==> src/design/vllc_pkg.sv <==
// ----------------------------------------------------------------------------
// vllc_pkg
// Shared types, constants and codes for the line layer compositor.
// ----------------------------------------------------------------------------
package vllc_pkg;

	// Framebuffer geometry: two banks of 2^BANK_ADDR_BITS words
	localparam int BANK_ADDR_BITS = 16;
	localparam int FB_ADDR_W      = BANK_ADDR_BITS + 1;
	localparam int PTR_W          = BANK_ADDR_BITS + 2;
	localparam int FB_DEPTH       = 1 << FB_ADDR_W;

	localparam int PAL_ADDR_W = 8;
	localparam int PAL_DEPTH  = 1 << PAL_ADDR_W;

	localparam int WORD_W    = 16;
	localparam int CFG_W     = 4;
	localparam int MODE_W    = 3;
	localparam int INVERT_BIT = 2;

	localparam int QUEUE_DEPTH = 2;
	localparam int QUEUE_PTR_W = $clog2(QUEUE_DEPTH);
	localparam int QUEUE_CNT_W = $clog2(QUEUE_DEPTH + 1);

	typedef enum logic [1:0] {
		ACT_FB_WRITE   = 2'd0,
		ACT_PAL_WRITE  = 2'd1,
		ACT_LINE_START = 2'd2,
		ACT_PIXEL      = 2'd3
	} action_t;

	typedef enum logic [1:0] {
		MODE_BLANK  = 2'd0,
		MODE_PACKED = 2'd1,
		MODE_DIRECT = 2'd2,
		MODE_RUN    = 2'd3
	} mode_t;

	localparam logic [1:0] SRC_BASE    = 2'd0;
	localparam logic [1:0] SRC_PALETTE = 2'd1;
	localparam logic [1:0] SRC_DIRECT  = 2'd2;

	typedef struct packed {
		action_t     action;
		logic        bank;
		logic [7:0]  line;
		logic [15:0] address;
		logic [15:0] data;
		logic [7:0]  palette_index;
		logic [7:0]  base_pixel;
	} in_item_t;

	typedef struct packed {
		logic [1:0]  source;
		logic [15:0] colour;
	} out_item_t;

	// Classified command handed from the front to the back
	typedef struct packed {
		action_t                op;
		logic [FB_ADDR_W-1:0]   fb_addr;
		logic [WORD_W-1:0]      data;
		logic [PAL_ADDR_W-1:0]  pal_idx;
		logic [7:0]             base;
	} cmd_t;

endpackage

==> src/design/vllc_queue.sv <==
// ----------------------------------------------------------------------------
// vllc_queue
// Short command queue decoupling the front from the back.
// ----------------------------------------------------------------------------
module vllc_queue (
	input  logic           clk,
	input  logic           arst_n,
	input  logic           push,
	input  vllc_pkg::cmd_t push_cmd,
	output logic           full,
	input  logic           pop,
	output logic           head_valid,
	output vllc_pkg::cmd_t head_cmd
);

	localparam int DEPTH = vllc_pkg::QUEUE_DEPTH;
	localparam int PW    = vllc_pkg::QUEUE_PTR_W;
	localparam int CW    = vllc_pkg::QUEUE_CNT_W;

	vllc_pkg::cmd_t entry_q [DEPTH];
	logic [PW-1:0]  wr_ptr_q;
	logic [PW-1:0]  rd_ptr_q;
	logic [CW-1:0]  count_q;

	assign full       = (count_q == CW'(DEPTH));
	assign head_valid = (count_q != '0);
	assign head_cmd   = entry_q[rd_ptr_q];

	always_ff @(posedge clk or negedge arst_n) begin
		if (!arst_n) begin
			wr_ptr_q <= '0;
			rd_ptr_q <= '0;
			count_q  <= '0;
		end else begin
			if (push) begin
				wr_ptr_q <= (wr_ptr_q == PW'(DEPTH - 1)) ? '0 : wr_ptr_q + PW'(1);
			end
			if (pop) begin
				rd_ptr_q <= (rd_ptr_q == PW'(DEPTH - 1)) ? '0 : rd_ptr_q + PW'(1);
			end
			if (push && !pop) begin
				count_q <= count_q + CW'(1);
			end else if (pop && !push) begin
				count_q <= count_q - CW'(1);
			end
		end
	end

	always_ff @(posedge clk) begin
		if (push) begin
			entry_q[wr_ptr_q] <= push_cmd;
		end
	end

endmodule

==> config.mk <==
export PLATFORM = sky130hd
export DESIGN_NAME = vllc_queue
export DESIGN_NICKNAME = d
export VERILOG_FILES = /design/src/design/vllc_pkg.sv /design/src/design/vllc_queue.sv
export SDC_FILE = /design/constraint.sdc
export NUM_CORES = 1
export LEC_CHECK = 0
export BUFFER_PORTS_ARGS = -buffer_cell sky130_fd_sc_hd__buf_2
export CORE_MARGIN = 2
export CORE_UTILIZATION = 30
export CTS_CLUSTER_SIZE = 40
export DETAILED_ROUTE_END_ITERATION = 7
export PLACE_DENSITY = 0.55
export SETUP_SLACK_MARGIN = 0.4
export SYNTH_ARGS = -nofsm -noshare
export SYNTH_HDL_FRONTEND = slang
export SYNTH_SLANG_ARGS = --single-unit
==> constraint.sdc <==
create_clock -name clk -period 4 [get_ports clk]
set_input_delay 0 -clock clk [delete_from_list [all_inputs] [get_ports clk]]
set_output_delay 0 -clock clk [all_outputs]
set_load 0.02 [all_outputs]
======== Word-level counts from Yosys, hierarchy flattened ========
Memory sizes are Yosys's and may differ from the RTL's.
Index checks and enable logic that the tools add are counted.
word-level totals
  register bits ........................... 4
  bits in writable memories ............... 102
  bits of input ports ..................... 55
  output and inout bits ................... 53
  word-level logic and storage cells ...... 21
  memories ................................ 1
cells by class
  add/sub/neg operators ................... 4
  eq/ne operators ......................... 1
  muxes and demuxes ....................... 6
  reduce and logical (&&, ||, !) cells .... 6
memories
  name     words  width  read ports  clocked after Yosys merged registers in  write ports  line              text
  entry_q  2      51     1           0                                        1            vllc_queue.sv:20  vllc_pkg::cmd_t entry_q [DEPTH];
operator list
  kind                                                                 count
  1-bit 2-to-1 mux                                                     4
  2-bit 2-to-1 mux                                                     2
  2-bit nonzero test                                                   2
  1-bit adder (second input constant)                                  2
  2-bit by 1-bit adder with 2-bit output (second input constant)       1
  2-bit equality test (second input constant)                          1
  1-bit logical AND                                                    2
  1-bit logical NOT                                                    2
  2-bit by 1-bit subtractor with 2-bit output (second input constant)  1

======== Depth between registers and ports, before layout ========
Gate-level depths: netlist (run 1).
  depth after elaboration ................. 4
  mapped depth ............................ 5
  gate-level depth less buffers ........... 5

======== Least setup slack after synthesis (run 1) ========
OpenSTA, ideal clock, no wires.
  path type ............................... flip-flop to flip-flop
  start point ............................. register wr_ptr_q
  end point ............................... memory entry_q[0][0] (netlist name), enable pin
  setup time .............................. 0.466 ns
  data arrival time ....................... 2.676 ns
  required time ........................... 3.534 ns
  setup slack ............................. 0.858 ns
  stages on the path, launching flop included .. 2
  buffers on the path ..................... 0
  clock period less this slack ............ 3.142 ns
  path through ............................ dfrtp_1 nor2b_1
RTL lines
  item                    line              text
  start, declared         vllc_queue.sv:21  logic [PW-1:0] wr_ptr_q;
  start signal, assigned  vllc_queue.sv:36  wr_ptr_q <= (wr_ptr_q == PW'(DEPTH - 1)) ? '0 : wr_ptr_q + PW'(1);
  end, declared           vllc_queue.sv:20
Straight into the memory's write port.

==> results.md, run 1 <==
- Outcome: complete, no violations
- Syn nets: between 200 and 250
- Pins Over Slew Limit: 0
- Startpoint Class: register
- Number of global-route vias before repair: between 2000 and 2500
- Drt pass-1 iters: 4
- Hold Crit Class: input pin to register
- Height of the die: around 120 um
- Die W: around 120 um
- Largest net degree at the start of global routing: between 50 and 60
- Starting Density: 30.88%
- Yosys reg bits: 106
- Critical setup path kind: register to output port
- Number of synthesized flops with an enable pin: a little over 100
- CTS root buf: clkbuf_16
- Top FF cell, synth: edfxtp_1
- Dpl hpwl: 4513 um
- Layout area overhead: 37.80%
- Worst-Margin Slew: between 0.9 and 1 ns
- Flop pwr share: 43.8%
- Synth async-reset ratio: 3.774%
- Min-Delay Path Depth: 2
- F_max: approximately 490 MHz
- # IOs: 108
- Bufs and invs on worst path: 1
- Tcrit/Tclk final: between 50% and 60%
- Chain of cells forming the critical path: mux2_2 > buf_2
- CP top delay family: flip-flops
- Final ANT Viol Nets: 0
- Seq/Total Area, Yosys: 76.75%
- Number of port buffers: 107
- Max_slew headroom: around a third
- Vias/cell: between 4 and 5
- Clk pwr share: approximately a quarter
- Row count: 42
- CP required: about 4 ns
- Endpoint class of the critical path: output port
- Comb pwr share: between 30% and 40%
- N_diodes: 0
- Clock slew at reported path FFs: roughly 0.07 ns
- Crit-path max FO: 52
- Clock latency on the worst-skew pair: ~0.33 ns
- DP Area: between 4000 and 5000 um^2
- WP depth: 2
- Psw: between 1 and 1.5 mW
- Post-Route WL: between 7000 and 8000 um
- Fin. Hold Viols: 0
- CTS resizes: 0
- Pwr Density: just under 700 nW/um^2
- Setup Total Neg Slack: 0 ns
- Max Root-Sink Buffers: 2
- Min Tclk post-route: between 2 and 2.5 ns
- Htree depth: 3
- Post-synth top cells: edfxtp_1, mux2_4, buf_12, dfrtp_1, xor2_1
- Max-cap viol count: 0
- Final Non-Filler Cells: roughly 530
- Worst R2R Path Depth: 2
- WL/cell: approximately 13 um
- Crit path DAT: 2.04 ns
- Post-Syn Area: between 4000 and 5000 um^2
- Core Region: between 10000 and 15000 um^2
- First-pass GRT wire length: between 10000 and 15000 um
- CTS Sinks: about 110
- # setup viols final: 0
- Leak: 2.285 nW
- RSZ-0062 raised after global routing: false
- # placed instances: ~450
- DR vias: ~2100
- Peak VDD IR: between 0.0005 and 0.0006 V
- Post-route cell area: roughly 5700 um^2
- Post-synthesis cell type count: 14
- Nets@finish: 400
- Top area cells in the synthesized netlist: edfxtp_1, mux2_4, buf_12
- WHS: between 0.3 and 0.4 ns
- CTS Buf Count: 9
- Top-count cell post-synth: edfxtp_1
- Yosys top cell by area: edfxtp_1
- Share of post-route cells with drive strength above 1: about half
- Iteration-0 DRC count of the detailed router: 68
- Synth warn: 0
- Mapped Cells: 175
- Initial antenna violation count: 0
- Total congestion overflow: 0
- Area share of the largest cell type after synthesis: between 70% and 80%
- GRT Resource Usage Total: about a tenth
- Mean Syn Cell Area: ~24 um^2
- Routability Congestion: slightly below 0.7
- Layout Skew: 0.007475 ns
- Switching Share: between 20% and 30%
- Die area: between 10000 and 15000 um^2
- CP max stage delay: between 1 and 1.5 ns
- CTS tree: done
- Drt drc: 0
- Internal: between 2 and 3 mW
- Slowest CP cell: dfrtp_4
-- power by group through the flow --
stage,sequential (mW),combinational (mW),clock (mW)
final,1.68,1.19,0.962
after global routing,1.71,1.27,1.04
after CTS,1.69,1.22,0.993
after detailed placement,1.72,1.18,0
after global placement,1.71,1.17,0
after floorplan,1.56,1.07,0
-- layout by cell type, fill, tap and decap left out, types with 2 or more instances in the layout --
cell type      instances
buf_2                107
edfxtp_1             102
dlygate4sd3_1         55
mux2_4                49
clkbuf_16              9
xor2_1                 4
bufinv_16              3
dfrtp_1                3
mux2_2                 2
clkbuf_1               2
buf_4                  2
-- worst paths after layout --
| path | endpoint | slack, ns | start |
|---|---|---|---|
| worst max-delay path | head_cmd[31] | 1.96 | rd_ptr_q$_DFFE_PN0P_ |
| worst min-delay path | entry_q[0][24]$_DFFE_PP_ | 0.39 | push_cmd[24] |
| worst max register to register | entry_q[1][41]$_DFFE_PP_ | 2.19 | wr_ptr_q$_DFFE_PN0P_ |
| worst min register to register | count_q[1]$_DFFE_PN0P_ | 0.48 | count_q[1]$_DFFE_PN0P_ |
| max in group asynchronous | rd_ptr_q$_DFFE_PN0P_ | 3.24 | arst_n |
| min in group asynchronous | wr_ptr_q$_DFFE_PN0P_ | 0.56 | arst_n |
-- through the flow --
step	utilization, %	setup WS (ns)	power (mW)
after floorplan	-	0.8579	2.626
after global placement	35.91	2.151	2.880
after detailed placement	35.91	2.107	2.892
after CTS	42.55	1.904	3.908
after global routing	42.55	1.853	4.022
final	42.55	1.959	3.837
-- what timing repair did --
action                    4_1_cts  5_1_grt
hold buffers                   55        0
hold endpoints to repair      108        0
buffers inserted                0        0
-- flip-flops by register name, summed over array words and instances (netlist names) --
name	flops
entry_q	102
count_q	2
rd_ptr_q	1
wr_ptr_q	1
-- cells by family (layout without fill, tap and decap cells) --
group         after synthesis  after routing  share of synthesized area [%]
xor+xnor                    5              5                          1.062
fa+ha+maj                   1              1                         0.3035
mux                        51             51                          18.40
flops                     106            106                          76.75
simple gates                5              5                         0.6983
buf+inv                     7            181                          2.793
-- final cells by class --
class / count / area [um^2]
clock inverter: 5 / 102.6
fill: 1240 / 7669
tap: 176 / 220.2
inverter: 1 / 3.754
sequential: 106 / 3167
multi-input combinational: 62 / 852.1
clock buffer: 11 / 232.7
timing repair buffer: 164 / 1101
-- layer usage --
metal	part of all wire [%]	global-route usage, %
met1	43	11.36
met2	50	16.43
met3	6.1	3.289
met4	1.1	4.095
met5	0	0
Note: power is estimated with default switching activity, not from simulation.
==> run 2, diff against run 1 <==
--- a/config.mk
+++ b/config.mk
@@ -10,7 +10,7 @@
 export CORE_UTILIZATION = 30
 export CTS_CLUSTER_SIZE = 40
 export DETAILED_ROUTE_END_ITERATION = 7
-export PLACE_DENSITY = 0.55
+export PLACE_DENSITY = 0.57
 export SETUP_SLACK_MARGIN = 0.4
 export SYNTH_ARGS = -nofsm -noshare
 export SYNTH_HDL_FRONTEND = slang
==> constraint.sdc (replaced) <==
create_clock -name clk -period 1.69 [get_ports clk]
set_input_delay 0 -clock clk [delete_from_list [all_inputs] [get_ports clk]]
set_output_delay 0 -clock clk [all_outputs]
set_load 0.02 [all_outputs]
==> results.md, run 2 (synthesis gave the netlist of run 1 again) <==
- Overall Power: 9.131 mW (+140%)
- Hold Crit Class: input pin to register
- DR vias: 2172 (+3.2%)
- Row count: 42 (unchanged)
- Clock slew at reported path FFs: 0.07 ns (about the same)
- WL/cell: 14.05 um (+4.4%)
- FF-to-FF Start: wr_ptr_q$_DFFE_PN0P_
- Fillers: 1225 (-1.2%)
- CTS Sinks: 106 (unchanged)
- RSZ-0062 raised after global routing: true
- Dpl hpwl: 4750 um (+5.2%)
- CTS Buf Count: 9 (unchanged)
- Place WS: 0.3328 ns (-1.774 ns)
- Setup Total Neg Slack: 0 ns (unchanged)
- Critical setup path kind: register to output port
- DP Area: 4901 um^2 (+2.2%)
- Die W: 121.2 um (unchanged)
- Peak VDD IR: 0.0007508 V (+32%)
- Final ANT Viol Nets: 0 (unchanged)
- Seq. cell area: 3167 um^2 (unchanged)
- Multi-input combinational cell area: 852.1 um^2 (unchanged)
- Comb pwr share: 37.0% (+5.9 points)
- Routability Congestion: 0.6299 (-6.8%)
- Total congestion overflow: 0 (unchanged)
- First-pass GRT wire length: 11430 um (+9.7%)
- Setup ws final: 0.1136 ns (-1.846 ns)
- Number of global-route vias before repair: 2251 (+8.5%)
- Initial antenna violation count: 0 (unchanged)
- # IOs: 108 (unchanged)
- Layout area overhead: 40.01%
- Max-cap viol count: 0 (unchanged)
- GRT Resource Usage Total: 10.60% (+0.85 points)
- Crit path DAT: 1.58 ns (-0.46 ns)
- Hold Path End: entry_q[0][5]$_DFFE_PP_
- Pins Over Slew Limit: 0 (unchanged)
- CTS tree: done
- Min-Delay Path Depth: 2 (unchanged)
- Max reg flops: 102 (unchanged)
- Final Non-Filler Cells: 533 (+1.5%)
- Pwr Density: 1582 nW/um^2 (+130%)
- Finished Core Util: 43.23% (+0.68 points)
- Drt pass-1 iters: 4 (unchanged)
- Commonest cells after routing, fill and taps aside: buf_2, edfxtp_1, dlygate4sd3_1, mux2_4, clkbuf_16
- Worst R2R Setup Slack: 0.53 ns (-1.66 ns)
- Worst Min Path Start: push_cmd[5]
- Psw: 2.844 mW (+150%)
- Vias/cell: 4.075 (+1.6%)
- Share of post-route cells with drive strength above 1: 52.66% (+1.7 points)
- Drt drc: 0 (unchanged)
- Top Registers: entry_q x102, count_q x2
- CP required: 1.69 ns (-2.31 ns)
- Height of the die: 121.2 um (unchanged)
- N_diodes: 0 (unchanged)
- CTS root buf: clkbuf_16
- Starting Density: 30.88% (unchanged)
- RR Endpoint: entry_q[1][2]$_DFFE_PP_
- Number of port buffers: 107 (unchanged)
- Outcome: complete, no violations
- Htree depth: 3 (unchanged)
- F_max: between 600 and 700 MHz
- Iteration-0 DRC count of the detailed router: 83 (+22%)
- Layout Skew: 0.006359 ns (-0.001115 ns)
- Flop pwr share: 40.4% (-3.4 points)
- WHS: 0.3764 ns (-0.01605 ns)
- Endpoint class of the critical path: output port
- Fin. Hold Viols: 0 (unchanged)
- Tcrit/Tclk final: a little over 90%
- Clk pwr share: 22.6% (-2.5 points)
- Min Tclk post-route: 1.576 ns
- Largest net degree at the start of global routing: 37 (-30%)
- Worst R2R Path Depth: 2 (unchanged)
- Post-route cell area: 5771 um^2 (+1.6%)
- Post-Route WL: 7488 um (+6.0%)
- Clock latency on the worst-skew pair: 0.34 ns (about the same)
- Worst-Margin Slew: 0.2157 ns (-0.7694 ns)
- Max_slew headroom: 85.57% (+51 points)
- Nets@finish: 408 (+2.0%)
- Leak: 2.329 nW (+1.9%)
- Top reg by flops: entry_q
- Crit-path max FO: 15 (-71%)
- Die area: 14690 um^2 (unchanged)
- # placed instances: 460 (+1.3%)
- Core Region: 13350 um^2 (unchanged)
- # setup viols final: 0 (unchanged)
- Internal: 6.287 mW (+130%)
- Switching Share: 31.15% (+1.5 points)
- Startpoint Class: register
- Most common cell after layout, fill and taps aside: buf_2
- Max Root-Sink Buffers: 2 (unchanged)
-- run 2: cell count changes in the layout (fill, tap and decap cells not counted), sizes merged --
cell / change
buf: +8
bufinv: -2
clkbuf: -2
clkinv: +2
clkinvlp: +1
inv: +1
-- run 2: what timing repair did --
action	in CTS	in global routing
buffers inserted	2	0
pin swaps	0	0
endpoints found under the hold margin	108	0
cloned	0	0
endpoints found under the setup margin	51	51
gates resized for setup	2	1
hold buffers	55	0
-- run 2: worst max path at each step --
stage,start,end,slack [ns]
global placement,rd_ptr_q$_DFFE_PN0P_,head_cmd[17],0.36
global route,rd_ptr_q$_DFFE_PN0P_,head_cmd[31],0.06
CTS,rd_ptr_q$_DFFE_PN0P_,head_cmd[29],0.08
detailed placement,rd_ptr_q$_DFFE_PN0P_,head_cmd[14],0.33
finish,rd_ptr_q$_DFFE_PN0P_,head_cmd[7],0.11
floorplan,wr_ptr_q$_DFFE_PN0P_,entry_q[0][0]$_DFFE_PP_,0.09
-- run 2: critical path, stage by stage (launching register included) --
cell and delay [ns]:
dfrtp_4 0.56, buf_12 0.20, mux2_4 0.31, buf_2 0.16
-- run 2: final cells by class --
cell class	count	share of cell area, %
inverter	1	0.06505
timing repair buffer	172	21.38
multi-input combinational	62	14.77
clock inverter	7	1.193
clock buffer	9	3.903
tap	176	3.816
sequential	106	54.88
-- run 2: power by group through the flow --
stage	Clock, mW	Combinational, mW	Sequential [mW]
after floorplan	0	2.54	3.66
after global routing	2.24	3.59	3.75
after detailed placement	0	3.24	3.80
after global placement	0	3.23	3.78
after CTS	2.14	3.44	3.70
final	2.06	3.38	3.69
-- run 2: per-layer routing --
metal	wire length, um	global-route usage [%]
met5	0	0
met4	141	6.034
met3	395	3.102
met2	3629	16.89
met1	3322	12.84
