[config.mk]
export PLATFORM = sky130hd
export DESIGN_NAME = vllc_front
export DESIGN_NICKNAME = d
export VERILOG_FILES = /design/src/design/vllc_pkg.sv /design/src/design/vllc_front.sv
export SDC_FILE = /design/constraint.sdc
export NUM_CORES = 1
export LEC_CHECK = 0
export BUFFER_PORTS_ARGS = -buffer_cell sky130_fd_sc_hd__buf_2
export CAP_MARGIN = 20
export CORE_MARGIN = 2
export CORE_UTILIZATION = 26
export DETAILED_ROUTE_END_ITERATION = 10
export GPL_ROUTABILITY_DRIVEN = 0
export PLACE_DENSITY = 0.95
export SLEW_MARGIN = 30
export SYNTH_ARGS = -nofsm -noshare
export SYNTH_HDL_FRONTEND = slang
export SYNTH_SLANG_ARGS = --single-unit
[constraint.sdc]
create_clock -name vclk -period 2.5
set_input_delay 0.375 -clock vclk [all_inputs]
set_output_delay 0.375 -clock vclk [all_outputs]
set_load 0.01 [all_outputs]
[src/design/vllc_pkg.sv]
// ----------------------------------------------------------------------------
// vllc_pkg
// Shared types, constants and codes for the line layer compositor.
// ----------------------------------------------------------------------------
package vllc_pkg;

	// Framebuffer geometry: two banks of 2^BANK_ADDR_BITS words
	localparam int BANK_ADDR_BITS = 16;
	localparam int FB_ADDR_W      = BANK_ADDR_BITS + 1;
	localparam int PTR_W          = BANK_ADDR_BITS + 2;
	localparam int FB_DEPTH       = 1 << FB_ADDR_W;

	localparam int PAL_ADDR_W = 8;
	localparam int PAL_DEPTH  = 1 << PAL_ADDR_W;

	localparam int WORD_W    = 16;
	localparam int CFG_W     = 4;
	localparam int MODE_W    = 3;
	localparam int INVERT_BIT = 2;

	localparam int QUEUE_DEPTH = 2;
	localparam int QUEUE_PTR_W = $clog2(QUEUE_DEPTH);
	localparam int QUEUE_CNT_W = $clog2(QUEUE_DEPTH + 1);

	typedef enum logic [1:0] {
		ACT_FB_WRITE   = 2'd0,
		ACT_PAL_WRITE  = 2'd1,
		ACT_LINE_START = 2'd2,
		ACT_PIXEL      = 2'd3
	} action_t;

	typedef enum logic [1:0] {
		MODE_BLANK  = 2'd0,
		MODE_PACKED = 2'd1,
		MODE_DIRECT = 2'd2,
		MODE_RUN    = 2'd3
	} mode_t;

	localparam logic [1:0] SRC_BASE    = 2'd0;
	localparam logic [1:0] SRC_PALETTE = 2'd1;
	localparam logic [1:0] SRC_DIRECT  = 2'd2;

	typedef struct packed {
		action_t     action;
		logic        bank;
		logic [7:0]  line;
		logic [15:0] address;
		logic [15:0] data;
		logic [7:0]  palette_index;
		logic [7:0]  base_pixel;
	} in_item_t;

	typedef struct packed {
		logic [1:0]  source;
		logic [15:0] colour;
	} out_item_t;

	// Classified command handed from the front to the back
	typedef struct packed {
		action_t                op;
		logic [FB_ADDR_W-1:0]   fb_addr;
		logic [WORD_W-1:0]      data;
		logic [PAL_ADDR_W-1:0]  pal_idx;
		logic [7:0]             base;
	} cmd_t;

endpackage

[src/design/vllc_front.sv]
// ----------------------------------------------------------------------------
// vllc_front
// Accept input beats and turn them into framebuffer-addressed commands.
// ----------------------------------------------------------------------------
module vllc_front (
	input  logic               in_valid,
	output logic               in_ready,
	input  vllc_pkg::in_item_t in_item,
	input  logic               queue_full,
	output logic               push,
	output vllc_pkg::cmd_t     cmd
);

	localparam int BAB = vllc_pkg::BANK_ADDR_BITS;

	logic [BAB-1:0] line_word;

	assign in_ready  = !queue_full;
	assign push      = in_valid && !queue_full;
	assign line_word = BAB'(in_item.line);

	always_comb begin
		cmd.op      = in_item.action;
		cmd.data    = in_item.data;
		cmd.pal_idx = in_item.palette_index;
		cmd.base    = in_item.base_pixel;
		// line start addresses the line table, writes address the bank
		if (in_item.action == vllc_pkg::ACT_LINE_START) begin
			cmd.fb_addr = {in_item.bank, line_word};
		end else begin
			cmd.fb_addr = {in_item.bank, in_item.address[BAB-1:0]};
		end
	end

endmodule

# == After elaboration in Yosys (flattened, before gate mapping) ==
# Cells that the tools add are included.
# word_totals
register_bits,0
in_bits,61
output_inout_bits,53
word_cells,4
# classes
eq_ne,1
n_mux,1
reduce_logical,2
# op_table
op,n
2-to-1 mux 16 bit,1
"equality test 2 bit, second input constant",1
logical AND 1 bit,1
zero test 1 bit,1

# == Longest topological paths before layout ==
# Gate-level depths: netlist (run 1).
# depth
ltp_word,2
depth_mapped,3
depth_no_buf,2

# == Worst setup path after synthesis (run 1) ==
# OpenSTA, ideal clock, no wires.
# synth_timing
path_kind,input to output
startpoint,in in_item[58] (netlist name)
endpoint,out cmd[32] (netlist name)
arrival_time_ns,0.948
required_ns,2.125
slack_ns,1.177
stages,3
n_path_buf,1
cell_sequence,nor2b_4 buf_6 mux2_4
# synth_rtl
element,line_no,rtl
from (decl),vllc_front.sv:8,"input vllc_pkg::in_item_t in_item,"
to (decl),vllc_front.sv:11,output vllc_pkg::cmd_t cmd

==> results of run 1 <==
-- metal layers --
layer,GRT usage (%),vias up,wire (um)
met5,0,-,0
met1,9.44,139,351
li1,-,163,-
met4,3.89,0,17
met3,3.85,8,113
met2,11.4,20,597
-- cells in the final DEF, fill, tap and decap left out --
master	n
buf_2	48
and2_2	8
mux2_4	8
or2b_2	1
nor2b_4	1
inv_1	1
nor2b_1	1
-- worst max-delay path: cells and delay by family --
kind / cells / cell delay (ns)
AND/OR/NAND/NOR: 1 / 0.30
buffers and inverters: 2 / 0.26
multiplexers: 1 / 0.34
-- cell families after synthesis --
family                 count (synthesis)  share of synthesized area, %
multiplexers                           8                          24.7
AND/OR/NAND/NOR                       11                          18.3
buffers and inverters                 37                          57.1
-- cell type report --
type / count / share of cell area, %
Inverter: 1 / 0.775
Timing Repair Buffer: 48 / 49.6
Tap cell: 25 / 6.46
Multi-Input combinational cell: 19 / 43.2
-- how the worst min path moves through the flow --
stage           startpoint        to  depth (start not counted)
6_report       in_item[13]   cmd[13]                          0
5_1_grt        in_item[19]   cmd[19]                          0
4_1_cts        in_item[24]   cmd[24]                          0
3_5_place_dp   in_item[24]   cmd[24]                          0
3_3_place_gp   in_item[24]   cmd[24]                          0
2_1_floorplan   queue_full  in_ready                          1
-- power by group through the flow --
stage	Combinational [mW]	Sequential, mW	Clock [mW]
global placement	0.0871	0	0
detailed placement	0.0895	0	0
finish	0.0878	0	0
CTS	0.0895	0	0
floorplan	0.103	0	0
global route	0.0952	0	0
-- through the flow --
step                      cell area (um^2)  hold WS, ns  std cells  util (%)
final                                  484        0.750         93      27.7
after global routing                   484        0.750         93      27.7
after CTS                              484        0.750         93      27.7
after detailed placement               484        0.750         93      27.7
after global placement                 484        0.750         93      27.7
after floorplan                        487        0.794         56         -
==> flow_results.org, run 1 <==
** Routing
- Number of iterations in the first detailed-routing pass :: 1
- Remaining design rule violation count :: 0
- Wires add up to 1.08 mm.
- Once detail routing completed, the nets flagged for antenna violations numbered 0.
- In the final routed layout, each cell accounts on average for 11.6 um.
- The detailed router placed 330 vias in this run.
- Via density :: 3.55
- For this block, the initial DRC count from the detailed router was 0.

** Placed design
- Before CTS, the worst setup slack after placement is 0.837 ns.
- The count of buffers added on input and output ports is 48.

** Power
- Net load switching power :: 35.2 uW
- Net switching is 40.1% of the power.
- In this run, the combinational gates consume 100.0% of the power.
- Of the total power, the clock network draws 0%.
- Cell internal power was estimated by the tool at 52.7 uW.
- Total power divided by cell area :: 181 mW/mm^2
- Sequential group share of total power :: 0%
- In this run the static leakage power is 0.297 nW.
- Design Power :: 87.8 uW
- IR analysis of the VDD net gives a maximum drop of 0.0611 mV.

** Timing
- The worst path in the final design needs a cycle of 1.65 ns, including I/O delays and setup.
- Final Hold Fails :: 0
- Share of the clock period used by the worst path :: 66.0%
- The number of pins with negative max-slew slack in the final report is 0.
- Final count of negative-setup-slack endpoints :: 0
- For the pin with the worst max-slew slack, the measured transition is 0.332 ns.
- Adding up every negative setup slack in the final design gives 0 ns.
- RSZ-0062 raised after global routing :: no
- Static timing analysis puts the maximum clock frequency at 0.606 GHz.
- Final worst-path setup slack :: 0.850 ns
- The worst pin sits at a relative slew slack of 77.9%.

** Logic synthesis
- Cell types with the highest counts after synthesis :: 35 x buf_4, 8 x and2_2, 8 x mux2_4
- Ranked by total cell area, the synthesized netlist is headed by buf_4 54%, mux2_4 25%, and2_2 12%.
- After synthesis, flip-flops and latches occupy 0% of the total area.
- Share of Yosys cell area claimed by the top area cell type :: 54.0%
- Each instance of the synthesized netlist takes up on average 8.69 um^2.
- In this run, distinct cell masters in the synthesized netlist total 8.
- When the netlist entered floorplanning its net count stood at 117.
- For this run, the number of Yosys warnings is 0.
- The synthesized netlist occupies a cell area of 487 um^2.
- Most instantiated library cell after synthesis :: buf_4
- Gate count after technology mapping :: 56
- Of all cell types, the one taking the most synthesized area is buf_4.

** Status
- The flow ran to the end, and the final reports show no timing, DRC or antenna violations.

** Clock tree
- Resized cells post-CTS :: 0
- Hold-fix buffers, CTS :: 0
- Setup Fix Bufs, Post-CTS :: 0

** Cells and area
- Number of sequential storage elements :: 0
- Reg area :: 0 um^2
- Fill cells :: 192
- Count of clock buffers in the final design :: 0
- Antenna diodes :: 0
- Multi-input gate area :: 209 um^2
- In the final layout, the share of cells above drive strength 1 is 97.1%.
- Area overhead of the layout relative to synthesis :: -0.514%
- Nets@finish :: 131

** Die
- Once the floorplan was initialized, standard cells occupied 27.9% of the core.
- Number of placement rows :: 15
- After floorplanning, the core was sized to cover 0.00175 mm^2.
- In this run the horizontal extent of the chip is 47.3 um.
- Full die area :: 0.00223 mm^2
- Vert. Die Dim :: 47.3 um
- Pin placement for this block handled 114 I/O pins.

** Setup path
- Worst Setup Path Type :: in2out
- Following the worst setup path forward leads to its endpoint at cmd[37].
- STA classifies the critical path startpoint as a primary input.
- Crit. Startpoint :: in_item[57]
- Along the worst path, the maximum fanout reaches 8.
- Cell with the most instances on the worst path :: buf_2
- Critical path cell sequence :: buf_2 -> nor2b_4 -> mux2_4 -> buf_2
- Longest individual stage delay on the worst path :: 0.34 ns
- At the worst endpoint, the required time is 2.12 ns.
- Arrival time at the worst endpoint :: 1.27 ns
- STA classifies the critical path endpoint as a primary output.
- Master of the slowest instance on the critical path :: mux2_4

** Job
- Total of max-cap violations :: 0

** Global routing
- Maximum number of pins on one net before global-route repair :: 9
- After global routing the overflow that remains totals 0.
- Number of antenna violations at the first check in global routing :: 0
- The first global-routing pass estimated 1.31 mm of wire.
- The via count of the first global-routing pass is 285.
- For this run, the total global-route usage over all layers was measured as 7.80%.

** Hold path
- In this run the worst hold path is classified as in2out.
No activity file was read; power rests on OpenSTA's default activity.
==> run 2, diff against run 1 <==
CORE_UTILIZATION = 24   (was 26)
clock period = 1.6 ns   (was 2.5 ns; I/O delays follow)
==> run 2 against run 1 <==
Net effect:
- combinational power increased by 55%
- hold slack got worse by 0.27 ns
- total power up 55%
- critical path depth stayed put
- sequential share of layout area stayed put
- core utilization fell by 2.7 points
- final cell count rose by 2.2%
- count of clock-buffer cells in the layout stayed put
- global-route usage fell by 0.99 points
- critical path type unchanged
- critical endpoint is now cmd[35]
- largest power group unchanged
==> flow_results.org, run 2 (synthesis results as in run 1) <==
** Routing
- Total via count after detailed routing :: 330 (unchanged)
- The count of routing violations after the opening detailed-route iteration was 1 (+1).
- The length of the first detailed-routing pass in iterations came to 2 (+1).
- DRT antenna net count :: 0 (unchanged)
- Via density :: 3.47 (-2.1%)
- Remaining design rule violation count :: 0 (unchanged)
- The sum of routed wire length over all layers was 987 um (-8.6%).
- The average wire per standard cell came to 10.4 um (-11%).

** Setup path
- Type of element capturing the critical path :: primary output
- CP Depth :: 4 (unchanged)
- The buffering stage count on the worst path with inverters included is 2 (unchanged).
- The critical path required time was 1.36 ns (-0.76 ns).
- Among the stages of the critical path, the cell type that occurs most often is buf_2.
- The setup path with the least slack is of type in2out.
- Largest fanout on the critical path :: 8 (unchanged)
- Master of the slowest instance on the critical path :: mux2_4
- CP Launch Type :: primary input
- Traced cell by cell, the critical path runs through buf_2 -> nor2b_4 -> mux2_4 -> buf_2.
- Arrival time at the worst endpoint :: 1.13 ns (-0.14 ns)
- Longest individual stage delay on the worst path :: 0.33 ns (about the same)
- Dominant delay contributor by cell family on the critical path :: multiplexers

** Cells and area
- Area overhead of the layout relative to synthesis :: 0%
- The number of sequential cells came to 0 (unchanged).
- Fill cells :: 219 (+14%)
- The final core utilization was 25.1% (-2.7 points).
- Most frequent cells in the layout :: 48 x buf_2, 8 x and2_2, 8 x mux2_4
- Antenna diodes :: 0 (unchanged)
- Nets@finish :: 131 (unchanged)
- The area of the multi-input gates came to 209 um^2 (unchanged).
- Leading cell type in the layout, fill and taps excluded :: buf_2
- The fraction of layout cells with a size suffix above 1 is 97.1% (unchanged).
- The combined flip-flop and latch cell area is 0 um^2 (unchanged).
- The number of clock-tree buffers in the layout came to 0 (unchanged).

** Timing
- Final Hold Fails :: 0 (unchanged)
- The worst-case headroom to the max-slew limit came to 78.0% (+0.10 points).
- The hold slack came to 0.480 ns (-0.270 ns).
- RSZ-0062 raised after global routing :: no
- The number of pins with negative max-slew slack in the final report is 0 (unchanged).
- Counting I/O delays and the setup requirement, the final critical path takes 1.37 ns.
- Final count of negative-setup-slack endpoints :: 0 (unchanged)
- Final-layout setup total negative slack :: 0 ns (unchanged)
- Slew at the pin closest to its max-slew limit :: 0.330 ns (-0.00151 ns)
- Share of the clock period used by the worst path :: 85.8%
- Based on the critical path, the design can be clocked at up to 0.729 GHz.

** Power
- The largest vdd supply drop was 0.0998 mV (+63%).
- Total leakage power :: 0.297 nW (unchanged)
- The relative contribution of combinational cells to total power is 100.0% (about the same).
- Proportion of power drawn by the clock network :: 0% (unchanged)
- Internal power :: 82.2 uW (+56%)
- Net load switching power :: 53.7 uW (+53%)
- The sequential cell fraction of total power came to 0% (unchanged).
- The switching fraction of total power is 39.5% (-0.56 points).
- Total power divided by cell area :: 279 mW/mm^2 (+54%)

** Placed design
- The quantity of I/O buffers inserted on ports came to 48 (unchanged).

** Clock tree
- Resized cells post-CTS :: 0 (unchanged)
- Hold-fix buffers, CTS :: 0 (unchanged)
- Setup Fix Bufs, Post-CTS :: 0 (unchanged)

** Global routing
- The maximum number of pins on one net before global-route repair came to 9 (unchanged).
- Total congestion overflow after global routing :: 0 (unchanged)
- The total global-route track usage was 6.81% (-0.99 points).
- The number of antenna violations at the first check in global routing came to 0 (unchanged).
- Via count of the first global-routing pass :: 299 (+4.9%)
- The global-route wire length before repair came to 1.37 mm (+4.7%).

** Die
- The number of placement rows is 16 (+1).
- Vert. Die Dim :: 49.0 um (+3.7%)
- The area enclosed by the die boundary is 0.00240 mm^2 (+7.6%).
- The initial core utilization came to 25.1% (-2.8 points).
- The width of the die is 49.0 um (+3.7%).
- CORE AREA :: 0.00194 mm^2 (+11%)
- The number of I/O pins was 114 (unchanged).

** Status
- The run finished with clean final reports.

** Hold path
- The path with the worst hold slack has its endpoint at cmd[15].
- The number of cells on the worst hold path is 0 (unchanged).
- The path class of the tightest hold or removal check is in2out.
- The worst hold path begins at in_item[15].

** Job
- The max-cap violation count is 0 (unchanged).
## run 2: cell counts in the layout (fill, tap and decap cells not counted)
Identical to the previous run, type by type.
## run 2: final cells by class
type               count  share of cell area (%)
inverters              1                   0.771
repair buffers        48                    49.4
multi-input cells     19                    42.9
well taps             27                    6.94
## run 2: per-layer routing
layer	global-route usage [%]	routed length, um
met1	8.70	358
met2	11.4	519
met5	0	0
met4	2.38	12
met3	1.23	97
## run 2: power groups by stage
stage	Clock, mW	Combinational, mW	Sequential [mW]
floorplan	0	0.160	0
global placement	0	0.135	0
detailed placement	0	0.137	0
CTS	0	0.138	0
global route	0	0.146	0
finish	0	0.136	0
## run 2: worst max path at each step
stage | from | to | slack, ns
after floorplan | in_item[58] | cmd[32] | 0.55
after global placement | in_item[57] | cmd[39] | 0.23
after detailed placement | in_item[57] | cmd[38] | 0.22
after CTS | in_item[58] | cmd[38] | 0.22
after global routing | in_item[58] | cmd[38] | 0.17
final | in_item[57] | cmd[35] | 0.23
## run 2: per-stage QoR
step	instance area, um^2	total power [mW]	setup slack (ns)	instances
after floorplan	487	0.160	0.547	56
after global placement	487	0.135	0.232	95
after detailed placement	487	0.137	0.223	95
after CTS	487	0.138	0.220	95
after global routing	487	0.146	0.173	95
final	487	0.136	0.228	95
==> run 3, diff against run 2 <==
REMOVE_ABC_BUFFERS = 1   (was default)
==> run 3 against run 2 <==
Net effect:
- critical path depth stayed put
- first-iteration DRC count grew 100%
- die area unchanged
- routed wire length up 130%
- via count up 24%
- design area did not move
- flip-flop and latch count stayed put
- maximum frequency increased by 0.79%
- total power rose by 1.9%
- non-clock buffer count unchanged
- core utilization is the same
==> flow_results.org, run 3 (synthesis results as in run 1) <==
** Clock tree
- The buffers inserted during post-CTS setup optimization was 0 (unchanged).
- The number of buffers added to fix hold violations after cts is 0 (unchanged).
- Resized cells post-CTS :: 0 (unchanged)

** Setup path
- Cell with the most instances on the worst path :: buf_2
- The cell family contributing the most delay on the critical path is multiplexers.
- The largest individual stage delay along the critical path comes from the cell mux2_4.
- Worst Setup Path Type :: in2out
- The data arrival at the endpoint of the critical path is 1.12 ns (about the same).
- Longest individual stage delay on the worst path :: 0.33 ns (about the same)
- The buffering stage count on the worst path with inverters included is 2 (unchanged).
- CP Launch Type :: primary input
- The critical path required time was 1.36 ns (about the same).
- Critical path cell sequence :: buf_2 -> nor2b_4 -> mux2_4 -> buf_2
- Largest fanout on the critical path :: 8 (unchanged)
- STA classifies the critical path endpoint as a primary output.

** Routing
- The average wire per standard cell is 24.3 um (+130%).
- DRT antenna net count :: 0 (unchanged)
- Number of iterations in the first detailed-routing pass :: 4 (+2)
- The total vias in the final route is 408 (+24%).
- Via density :: 4.29 (+24%)
- The number of remaining DRC errors was 0 (unchanged).
- The sum of routed wire length over all layers was 2.31 mm (+130%).
- The count of routing violations after the opening detailed-route iteration is 2 (+1).

** Power
- Total leakage power :: 0.297 nW (unchanged)
- Total power divided by cell area :: 284 mW/mm^2 (+1.9%)
- Design Power :: 138 uW (+1.9%)
- The largest vdd supply drop was 0.0863 mV (-14%).

** Cells and area
- Most frequent cells in the layout :: 48 x buf_2, 8 x and2_2, 8 x mux2_4
- Multi-input gate area :: 209 um^2 (unchanged)
- Antenna diodes :: 0 (unchanged)
- Reg area :: 0 um^2 (unchanged)
- Number of sequential storage elements :: 0 (unchanged)
- Area overhead of the layout relative to synthesis :: 0% (unchanged)
- Leading cell type in the layout, fill and taps excluded :: buf_2
- Fill cells :: 214 (-2.3%)
- Share of layout cells above drive strength 1 :: 97.1% (unchanged)
- The final net count was 131 (unchanged).
- The cell area after layout is 487 um^2 (unchanged).
- Count of clock buffers in the final design :: 0 (unchanged)

** Placed design
- Post-placement worst setup slack :: 0.235 ns (+0.0119 ns)
- Summed over all nets, the half-perimeter wirelength after detailed placement is 2.20 mm.
- The area of placed instances came to 487 um^2 (unchanged).
- Number of buffer cells added on primary ports :: 48 (unchanged)

** Global routing
- Number of antenna violations at the first check in global routing :: 0 (unchanged)
- The global-route wire length before repair came to 2.88 mm (+110%).
- Via count of the first global-routing pass :: 399 (+33%)
- All-Layer GR Usage :: 18.4% (+12 points)
- Total congestion overflow after global routing :: 0 (unchanged)
- Maximum number of pins on one net before global-route repair :: 9 (unchanged)

** Die
- Effective utilization at floorplan :: 25.1% (unchanged)
- The chip height came to 49.0 um (unchanged).
- Ports :: 114 (unchanged)
- The area enclosed by the die boundary was 0.00240 mm^2 (unchanged).
- The core area was 0.00194 mm^2 (unchanged).
- Number of placement rows :: 16 (unchanged)
- The width of the die came to 49.0 um (unchanged).

** Job
- Total of max-cap violations :: 0 (unchanged)

** Timing
- Final worst-path setup slack :: 0.238 ns (+0.0107 ns)
- Slew at the pin closest to its max-slew limit :: 0.313 ns (-0.0170 ns)
- Highest attainable clock frequency :: 0.734 GHz (+0.79%)
- The final hold violation count came to 0 (unchanged).
- Final count of negative-setup-slack endpoints :: 0 (unchanged)
- The worst-case headroom to the max-slew limit is 79.1% (+1.1 points).
- Number of pins exceeding their max-slew limit in the final report :: 0 (unchanged)
- The post-route fraction of the period consumed by the critical path is 85.1% (-0.67 points).
- The sum of negative setup slack came to 0 ns (unchanged).
- Setup repair after global routing left no endpoint under its margin.
- The hold slack came to 0.480 ns (+0.000130 ns).
- Post-route minimum period :: 1.36 ns (-0.0107 ns)

** Hold path
- Launch point of the worst hold path :: in_item[29]
- The path class of the tightest hold or removal check is in2out.
- The number of cells on the worst hold path is 0 (unchanged).
- Capture endpoint of the worst hold path :: cmd[29]

** Status
- The run finished with clean final reports.
==> run 3: cell counts in the layout (fill, tap and decap cells not counted) <==
Identical to the previous run, type by type.
==> run 3: worst max path at each step <==
stage / start / to / slack [ns] / cells past startpoint
after floorplan: in_item[58] / cmd[32] / 0.50 / 2
after global placement: in_item[58] / cmd[36] / 0.24 / 4
after detailed placement: in_item[57] / cmd[36] / 0.24 / 4
after CTS: in_item[57] / cmd[36] / 0.23 / 4
after global routing: in_item[58] / cmd[36] / 0.19 / 4
final: in_item[57] / cmd[36] / 0.24 / 4
==> run 3: per-layer routing <==
metal  up-vias  GRT usage [%]  wire length (um)
li1        164              -                 -
met1       161           13.7               543
met2        83           29.5               978
met3         0           25.8               787
met4         0              0                 0
met5         -              0                 0
==> run 3: final cells by class <==
class | instances | area share, %
inverters | 1 | 0.771
well taps | 27 | 6.94
repair buffers | 48 | 49.4
multi-input cells | 19 | 42.9
==> run 3: power breakdown <==
group          leakage, nW  internal (mW)  switching [mW]
combinational        0.297         0.0824          0.0561
sequential               0              0               0
clock                    0              0               0
total                0.297         0.0824          0.0561
==> run 3: metrics by stage <==
step	instances	util (%)
floorplan	20	-
global placement	95	25.1
detailed placement	95	25.1
CTS	95	25.1
global route	95	25.1
finish	95	25.1
